$ cat src/hdl/wdof_pkg.sv
`timescale 1ns / 1ps

package wdof_pkg;

    localparam int ROM_LEN         = 45;
    localparam int OUI_ENTRIES_DEF = 45;
    localparam int OUI_W           = 24;
    localparam int VID_W           = 4;
    localparam int ADDR_W          = 48;
    localparam int QUEUE_DEPTH     = 2;

    localparam logic [11:0] MIN_FRAME_LEN = 12'd24;
    localparam logic [1:0]  TYPE_DATA     = 2'd2;

    // Bit positions inside a 48-bit address, first byte in bits 47:40.
    localparam int GROUP_BIT = 40;
    localparam int LOCAL_BIT = 41;

    localparam logic [OUI_W-1:0] ROM_OUI [ROM_LEN] = '{
        24'h00407F, 24'h2857BE, 24'h4419B6, 24'h4CBD8F,
        24'h880D8B, 24'hBCAD28, 24'hC0517E, 24'hC056E3,
        24'h14A78B, 24'h38AF29, 24'h3CEF8C, 24'h4C11BF,
        24'h644284, 24'h9C1463, 24'hA0BD1D,
        24'h9C8ECD,
        24'hD4F5EF, 24'hDC546B, 24'hEC71DB,
        24'h18B430, 24'h641666,
        24'hB009DA, 24'hB07FB9, 24'hFCA183,
        24'h2CAA8E, 24'h7C78B2, 24'hA4DA32,
        24'h8C8580, 24'h8C71F8,
        24'h001B11, 24'h0CDD24,
        24'h0008CA, 24'h50F14A, 24'h4C60DE,
        24'h00408C, 24'hACCC8E, 24'hB8A44F,
        24'h000918,
        24'h14EBB6, 24'h3C52A1, 24'hB04E26,
        24'h245A4C, 24'hF09FC2, 24'h687251,
        24'h001F5B
    };

    localparam logic [VID_W-1:0] ROM_VID [ROM_LEN] = '{
        4'd0, 4'd0, 4'd0, 4'd0, 4'd0, 4'd0, 4'd0, 4'd0,
        4'd1, 4'd1, 4'd1, 4'd1, 4'd1, 4'd1, 4'd1,
        4'd2,
        4'd3, 4'd3, 4'd3,
        4'd4, 4'd4,
        4'd5, 4'd5, 4'd5,
        4'd6, 4'd6, 4'd6,
        4'd7, 4'd7,
        4'd8, 4'd8,
        4'd9, 4'd9, 4'd9,
        4'd10, 4'd10, 4'd10,
        4'd11,
        4'd12, 4'd12, 4'd12,
        4'd13, 4'd13, 4'd13,
        4'd14
    };

    typedef struct packed {
        logic               is_data_packet;
        logic [11:0]        frame_length;
        logic [7:0]         frame_ctrl_lo;
        logic [7:0]         frame_ctrl_hi;
        logic [ADDR_W-1:0]  address_one;
        logic [ADDR_W-1:0]  address_two;
        logic [ADDR_W-1:0]  address_three;
        logic [3:0]         radio_channel;
        logic signed [7:0]  signal_strength;
    } frame_t;

    typedef struct packed {
        logic [ADDR_W-1:0]  station_addr;
        logic [ADDR_W-1:0]  network_id;
        logic [VID_W-1:0]   vendor_id;
        logic [3:0]         channel_out;
        logic signed [7:0]  rssi_out;
    } alert_t;

endpackage

$ cat src/hdl/wdof_front.sv
`timescale 1ns / 1ps

module wdof_front
    import wdof_pkg::*;
#(
    parameter int OUI_ENTRIES = OUI_ENTRIES_DEF
)
(
    input  logic   clk,
    input  logic   rst_n,
    input  logic   frame_valid,
    output logic   frame_ready,
    input  frame_t frame,
    output logic   push_valid,
    input  logic   push_ready,
    output alert_t push_data
);

    localparam int SEARCH_LEN = (OUI_ENTRIES < ROM_LEN) ? OUI_ENTRIES : ROM_LEN;

    logic              fv_reg;
    logic              fv_next;
    alert_t            fdata_reg;
    logic              take;
    logic              to_ds;
    logic              from_ds;
    logic [ADDR_W-1:0] sta;
    logic [ADDR_W-1:0] bssid;
    logic [OUI_W-1:0]  oui;
    logic              any_match;
    logic [VID_W-1:0]  vid;
    logic              header_ok;
    logic              hit;
    alert_t            result;

    assign to_ds   = frame.frame_ctrl_hi[0];
    assign from_ds = frame.frame_ctrl_hi[1];

    always_comb
    begin
        if (!to_ds && !from_ds)
        begin
            bssid = frame.address_three;
            sta   = frame.address_two;
        end
        else if (from_ds)
        begin
            bssid = frame.address_two;
            sta   = frame.address_one;
        end
        else
        begin
            bssid = frame.address_one;
            sta   = frame.address_two;
        end
    end

    assign oui = sta[ADDR_W-1 -: OUI_W];

    // The ROM entries are all distinct, so at most one compare fires and an
    // OR over the masked ids picks the winner.
    always_comb
    begin
        any_match = 1'b0;
        vid       = '0;
        for (int i = 0; i < SEARCH_LEN; i++)
        begin
            if (ROM_OUI[i] == oui)
            begin
                any_match = 1'b1;
                vid       = vid | ROM_VID[i];
            end
        end
    end

    assign header_ok = frame.is_data_packet
                    && (frame.frame_length >= MIN_FRAME_LEN)
                    && (frame.frame_ctrl_lo[3:2] == TYPE_DATA)
                    && !(to_ds && from_ds);

    assign hit = header_ok && !sta[GROUP_BIT] && !bssid[GROUP_BIT]
              && !sta[LOCAL_BIT] && any_match;

    always_comb
    begin
        result.station_addr = sta;
        result.network_id   = bssid;
        result.vendor_id    = vid;
        result.channel_out  = frame.radio_channel;
        result.rssi_out     = frame.signal_strength;
    end

    assign frame_ready = !fv_reg || push_ready;
    assign take        = frame_valid && frame_ready;

    always_comb
    begin
        if (take)
        begin
            fv_next = hit;
        end
        else if (push_ready)
        begin
            fv_next = 1'b0;
        end
        else
        begin
            fv_next = fv_reg;
        end
    end

    always_ff @(posedge clk or negedge rst_n)
    begin
        if (!rst_n)
        begin
            fv_reg <= 1'b0;
        end
        else
        begin
            fv_reg <= fv_next;
        end
    end

    always_ff @(posedge clk)
    begin
        if (take)
        begin
            fdata_reg <= result;
        end
    end

    assign push_valid = fv_reg;
    assign push_data  = fdata_reg;

`ifndef NO_ASSERTIONS
    a_drop_leaves_empty: assert property (@(posedge clk) disable iff (!rst_n)
        (take && !hit) |=> !fv_reg)
        else $error("dropped frame produced a queued word");
`endif

endmodule

$ cat src/hdl/wdof_queue.sv
`timescale 1ns / 1ps

module wdof_queue
    import wdof_pkg::*;
(
    input  logic   clk,
    input  logic   rst_n,
    input  logic   push_valid,
    output logic   push_ready,
    input  alert_t push_data,
    output logic   pop_valid,
    input  logic   pop_ready,
    output alert_t pop_data
);

    localparam int PTR_W = (QUEUE_DEPTH > 1) ? $clog2(QUEUE_DEPTH) : 1;
    localparam int CNT_W = $clog2(QUEUE_DEPTH + 1);

    alert_t           mem [QUEUE_DEPTH];
    logic [PTR_W-1:0] wr_ptr_reg;
    logic [PTR_W-1:0] rd_ptr_reg;
    logic [CNT_W-1:0] count_reg;
    logic [CNT_W-1:0] count_next;
    logic             do_push;
    logic             do_pop;

    assign push_ready = (count_reg < CNT_W'(QUEUE_DEPTH));
    assign pop_valid  = (count_reg != '0);
    assign pop_data   = mem[rd_ptr_reg];
    assign do_push    = push_valid && push_ready;
    assign do_pop     = pop_valid && pop_ready;

    always_comb
    begin
        count_next = count_reg;
        if (do_push && !do_pop)
        begin
            count_next = count_reg + 1'b1;
        end
        else if (do_pop && !do_push)
        begin
            count_next = count_reg - 1'b1;
        end
    end

    always_ff @(posedge clk or negedge rst_n)
    begin
        if (!rst_n)
        begin
            wr_ptr_reg <= '0;
            rd_ptr_reg <= '0;
            count_reg  <= '0;
        end
        else
        begin
            if (do_push)
            begin
                wr_ptr_reg <= (wr_ptr_reg == PTR_W'(QUEUE_DEPTH - 1)) ? '0
                                                                      : wr_ptr_reg + 1'b1;
            end
            if (do_pop)
            begin
                rd_ptr_reg <= (rd_ptr_reg == PTR_W'(QUEUE_DEPTH - 1)) ? '0
                                                                      : rd_ptr_reg + 1'b1;
            end
            count_reg <= count_next;
        end
    end

    always_ff @(posedge clk)
    begin
        if (do_push)
        begin
            mem[wr_ptr_reg] <= push_data;
        end
    end

`ifndef NO_ASSERTIONS
    a_count_bound: assert property (@(posedge clk) disable iff (!rst_n)
        count_reg <= CNT_W'(QUEUE_DEPTH))
        else $error("queue count beyond depth");
    a_ptr_gap: assert property (@(posedge clk) disable iff (!rst_n)
        (count_reg == '0 || count_reg == CNT_W'(QUEUE_DEPTH)) |-> (wr_ptr_reg == rd_ptr_reg))
        else $error("queue pointers disagree with count");
`endif

endmodule

$ cat src/hdl/wdof_back.sv
`timescale 1ns / 1ps

module wdof_back
    import wdof_pkg::*;
(
    input  logic   clk,
    input  logic   rst_n,
    input  logic   pop_valid,
    output logic   pop_ready,
    input  alert_t pop_data,
    output logic   alert_valid,
    input  logic   alert_ready,
    output alert_t alert
);

    logic   out_valid_reg;
    logic   out_valid_next;
    alert_t alert_reg;
    logic   load;

    assign pop_ready = !out_valid_reg || alert_ready;
    assign load      = pop_valid && pop_ready;

    always_comb
    begin
        if (load)
        begin
            out_valid_next = 1'b1;
        end
        else if (alert_ready)
        begin
            out_valid_next = 1'b0;
        end
        else
        begin
            out_valid_next = out_valid_reg;
        end
    end

    always_ff @(posedge clk or negedge rst_n)
    begin
        if (!rst_n)
        begin
            out_valid_reg <= 1'b0;
        end
        else
        begin
            out_valid_reg <= out_valid_next;
        end
    end

    always_ff @(posedge clk)
    begin
        if (load)
        begin
            alert_reg <= pop_data;
        end
    end

    assign alert_valid = out_valid_reg;
    assign alert       = alert_reg;

endmodule

$ cat src/hdl/wifi_data_frame_oui_filter_unit.sv
`timescale 1ns / 1ps
// Path: a matching header is registered in the classify register, written into the
// two-word queue and loaded into the output register, where it is presented as an
// alert word.
// Throughput: one header word per cycle while the queue has room or the classify register
// is empty; the OUI lookup is a parallel compare against the constant vendor ROM.
// Reset: rst_n is asynchronous and active low; it empties all stages and the queue.

module wifi_data_frame_oui_filter_unit
    import wdof_pkg::*;
#(
    parameter int OUI_ENTRIES = OUI_ENTRIES_DEF
)
(
    input  logic   clk,
    input  logic   rst_n,
    input  logic   frame_valid,
    output logic   frame_ready,
    input  frame_t frame,
    output logic   alert_valid,
    input  logic   alert_ready,
    output alert_t alert
);

    // Front to queue.
    logic   push_valid;
    logic   push_ready;
    alert_t push_data;

    // Queue to back end.
    logic   pop_valid;
    logic   pop_ready;
    alert_t pop_data;

    // The front end checks the header, picks the station and BSSID from the
    // ToDS/FromDS bits, looks up the station OUI and registers only the
    // headers that raise an alert. Dropped headers never enter the queue.
    wdof_front #(
        .OUI_ENTRIES (OUI_ENTRIES)
    ) u_front (
        .clk         (clk),
        .rst_n       (rst_n),
        .frame_valid (frame_valid),
        .frame_ready (frame_ready),
        .frame       (frame),
        .push_valid  (push_valid),
        .push_ready  (push_ready),
        .push_data   (push_data)
    );

    // The short queue lets the front keep classifying while the consumer
    // holds off an alert word.
    wdof_queue u_queue (
        .clk        (clk),
        .rst_n      (rst_n),
        .push_valid (push_valid),
        .push_ready (push_ready),
        .push_data  (push_data),
        .pop_valid  (pop_valid),
        .pop_ready  (pop_ready),
        .pop_data   (pop_data)
    );

    // The back end owns the output register and presents alert words.
    wdof_back u_back (
        .clk         (clk),
        .rst_n       (rst_n),
        .pop_valid   (pop_valid),
        .pop_ready   (pop_ready),
        .pop_data    (pop_data),
        .alert_valid (alert_valid),
        .alert_ready (alert_ready),
        .alert       (alert)
    );

endmodule
$ cat config.mk
export PLATFORM = sky130hd
export DESIGN_NAME = wifi_data_frame_oui_filter_unit
export DESIGN_NICKNAME = d
export VERILOG_FILES = /design/src/hdl/wdof_pkg.sv /design/src/hdl/wdof_front.sv /design/src/hdl/wdof_queue.sv /design/src/hdl/wdof_back.sv /design/src/hdl/wifi_data_frame_oui_filter_unit.sv
export SDC_FILE = /design/constraint.sdc
export NUM_CORES = 1
export LEC_CHECK = 0
export BUFFER_PORTS_ARGS = -buffer_cell sky130_fd_sc_hd__buf_4
export CAP_MARGIN = 40
export CELL_PAD_IN_SITES_DETAIL_PLACEMENT = 0
export CELL_PAD_IN_SITES_GLOBAL_PLACEMENT = 1
export CORE_MARGIN = 5
export CORE_UTILIZATION = 40
export CTS_CLUSTER_SIZE = 40
export DETAILED_ROUTE_END_ITERATION = 8
export MAX_ROUTING_LAYER = met4
export PLACE_DENSITY = 0.69
export REMOVE_ABC_BUFFERS = 1
export SLEW_MARGIN = 40
export SYNTH_ARGS = -nofsm -noshare
export SYNTH_HDL_FRONTEND = slang
export SYNTH_SLANG_ARGS = --single-unit
export TNS_END_PERCENT = 100
$ cat constraint.sdc
create_clock -name clk -period 5.4 [get_ports clk]
set_clock_uncertainty 0.05 [all_clocks]
set_input_delay 0.27 -clock clk [delete_from_list [all_inputs] [get_ports clk]]
set_output_delay 0.27 -clock clk [all_outputs]
set_load 0.005 [all_outputs]
==> flow_summary.toml <==
[outcome]
status = "completed"

[logic_synthesis]
syn_avg_cell_area_um2 = 16.4
ys_types = 67
synth-edff-count = 448
ys_async_sr_fraction_pct = 1.32
ys.warnings.count = 0
synth_top_flop_cell = "edfxtp_1"
ys_seq_elements = 454
synthesis.area_um2 = 18600
number_of_instances_in_the_synthesized_netlist = 1139
synth-seq-area-share_pct = 72.9

[grt]
overflow = 0
grt_pass1_wl_um = 73600
largest_net_degree_at_the_start_of_global_routing = 113
via_count_of_the_first_global_routing_pass = 11885
antenna_violations_before_repair = 0
grt_use_total_pct = 19.7

[clock_network]
post_cts.repair.setup_buffers = 0
cts_tree = "built"
cts_inserted_buffers = 47
cts_repair_resize_count = 0
root_buffer = "clkbuf_16"
worstSkewPairLatency_ns = 0.57
clkSlewWorstSetupHoldPaths_ns = 0.06
h-tree-depth = 2
cts.path.max_buffers = 3
cts_num_sinks = 454

[drt]
drc_errors = 0
routed_wire_length_per_instance_um = 22.7
drt_first_pass_iters = 4
antenna_violating_nets_post_route = 0
route.vias.total = 11451
wl_um = 49700
detailedRoute.firstIterationViolations = 660
viasPerCell = 5.24

[setup_path]
worstPathArrival_ns = 3.48
endpoint_kind = "flip-flop"
critical_path_peak_fanout = 5
required_ns = 5.82
startpoint_to_endpoint_class_of_the_critical_path = "in2reg"
critPathLaunchType = "primary input"

[sta]
period_minus_slack_ns = 3.06
fin_hold_ws_ns = 0.0349
worst_pin_slew_ns = 0.916
report.final.setup_viol = 0
finalCritPeriodShare_pct = 56.7
fin_setup_tns_ns = 0
hold_violations = 0
maxClockFrequency_ghz = 0.327
timing.slew.headroom_pct = 39.0
final-max-slew-violation-count = 0
unrepaired_setup_endpoints_after_global_routing = "no"

[power_and_ir_drop]
clock_power_share_pct = 33.1
total_power_after_layout_w = 0.00944
p_sw_share_pct = 24.3
p_leak_nw = 8.59
pwr_density_cell_nw_per_um2 = 392
peakVddDrop_mv = 0.360
power.net_switching_w = 0.00230
p_seq_share_pct = 48.6
internal-power_w = 0.00714
share_comb_of_total_power_pct = 18.2

[cells_and_area]
net_count_reported_at_finish = 1737
num_antenna_cells = 0
largest_reg_flops = 224
synthToLayoutAreaGrowth_pct = 29.1
drive_above_1_share_pct = 33.8

[floorplanning]
coreArea_um2 = 46400
die-height_um = 226
io_pins = 303
placement_rows = 79
die-area_um2 = 51000
floorplan.die.width_um = 226
initial_utilization_pct = 40.2

[place]
place.port_buffers = 287
hpwlAfterDp_um = 33200
globalplace.congestion = 0.916

[flow_run]
drv_cap = 0

[min_path]
min_path_type = "in2reg"
-- critical path: stages --
cell	delay [ns]
dlygate4sd3_1	0.53
buf_4	0.16
or4b_1	0.53
a21oi_1	0.55
nor3b_2	0.58
a32o_1	0.31
a311o_1	0.20
nor3_1	0.09
a41oi_2	0.26
-- placed cells by master, fill, tap and decap left out, types with 4 or more instances in the layout --
| cell type | n |
|---|---|
| mux2i_1 | 49 |
| and3b_1 | 18 |
| nor4_1 | 25 |
| clkinv_2 | 5 |
| clkinv_1 | 9 |
| and3_1 | 5 |
| and2_1 | 7 |
| o22a_1 | 4 |
| nor3b_1 | 22 |
| nand2_1 | 72 |
| edfxtp_1 | 448 |
| a32oi_1 | 7 |
| buf_4 | 295 |
| o2bb2ai_1 | 5 |
| clkbuf_16 | 49 |
| clkbuf_1 | 9 |
| or3b_1 | 7 |
| nor4b_1 | 4 |
| mux2_2 | 155 |
| nor3_1 | 27 |
| nand3b_1 | 11 |
| nor2_1 | 48 |
| nand4_1 | 9 |
| nand3_1 | 12 |
| bufinv_16 | 4 |
| dfrtp_1 | 5 |
| o21ai_0 | 50 |
| nand2b_1 | 9 |
| o22ai_1 | 20 |
| dlygate4sd3_1 | 106 |
| or3_1 | 6 |
-- synthesized netlist by cell type (all sizes together) (5+ instances only) --
master / n / area (um^2)
nor3: 28 / 145
a32oi: 7 / 61.3
nor3b: 25 / 203
or3: 6 / 37.5
o22ai: 21 / 131
and3: 5 / 31.3
and2: 9 / 56.3
nor4: 26 / 169
o2bb2ai: 5 / 43.8
nand4: 9 / 56.3
nand3b: 11 / 82.6
dfrtp: 6 / 150
buf: 18 / 101
or3b: 7 / 61.3
and3b: 18 / 158
nand3: 12 / 60.1
nand2b: 9 / 56.3
nand2: 72 / 270
clkbuf: 31 / 116
mux2: 155 / 1750
edfxtp: 448 / 13500
mux2i: 49 / 490
nor2: 49 / 184
o21ai: 54 / 270
-- cells by family (layout without fill, tap and decap cells) --
kind of cell               after synthesis  in the layout  share of synthesized area, %
AOI/OAI and AO/OA                      118            118                          4.25
xor gates and xnor gates                 5              5                         0.235
adders and majority gates                1              1                        0.0671
buffers and inverters                   53            492                          1.25
DFF                                    454            454                          72.9
muxes                                  204            204                          12.0
and+or+nand+nor                        304            304                          9.27
-- worst paths after layout --
path / endpoint / startpoint / cells after the start / slack (ns)
setup / recovery: u_front.push_valid$_DFFE_PN0P_ / frame[101] / 9 / 2.34
hold / removal: u_front.push_data[91]$_DFFE_PP_ / frame[135] / 2 / 0.03
setup reg to reg: u_back.alert[9]$_DFFE_PP_ / u_queue.count_reg[1]$_DFFE_PN0P_ / 3 / 2.85
hold reg to reg: u_queue.mem[1][87]$_DFFE_PP_ / u_front.push_data[87]$_DFFE_PP_ / 0 / 0.38
max in group asynchronous: u_queue.rd_ptr_reg$_DFFE_PN0P_ / rst_n / 3 / 4.44
min in group asynchronous: u_queue.count_reg[0]$_DFFE_PN0P_ / rst_n / 3 / 0.60
-- stage by stage --
stage | instances | utilization [%] | worst slack [ns] | instance area, um^2
3_3_place_gp | 1996 | 46.3 | 1.87 | 21500
4_1_cts | 2184 | 51.9 | 2.39 | 24000
5_1_grt | 2185 | 51.9 | 2.26 | 24100
3_5_place_dp | 1998 | 46.4 | 1.93 | 21500
2_1_floorplan | 1090 | - | -0.506 | 18400
6_report | 2185 | 51.9 | 2.34 | 24100
-- cell type report --
cell class / instances / area (um^2)
Fill cell: 3863 / 22300
Sequential cell: 454 / 13600
Multi-Input combinational cell: 632 / 4840
Timing Repair Buffer: 408 / 3370
Clock buffer: 58 / 1260
Tap cell: 607 / 759
Clock inverter: 22 / 221
Inverter: 4 / 20.0
-- power by group through the flow --
| stage | Sequential (W) | Combinational, W | Clock, W |
|---|---|---|---|
| floorplan | 0.00478 | 0.000654 | 0 |
| global placement | 0.00466 | 0.00169 | 0 |
| detailed placement | 0.00467 | 0.00169 | 0 |
| CTS | 0.00460 | 0.00176 | 0.00321 |
| global route | 0.00463 | 0.00186 | 0.00336 |
| finish | 0.00459 | 0.00172 | 0.00313 |
-- metal layers --
layer	up-vias	global-route usage, %	routed length (um)
met3	73	3.16	2640
met2	341	31.7	24000
met5	-	-	0
met4	0	5.27	1210
li1	5327	-	-
met1	5710	26.3	21800
-- repair_timing --
action,CTS,global route
hold buffers,106,0
endpoints found under the setup margin,0,0
hold endpoints to repair,92,0
No activity file was read; power rests on OpenSTA's default activity.
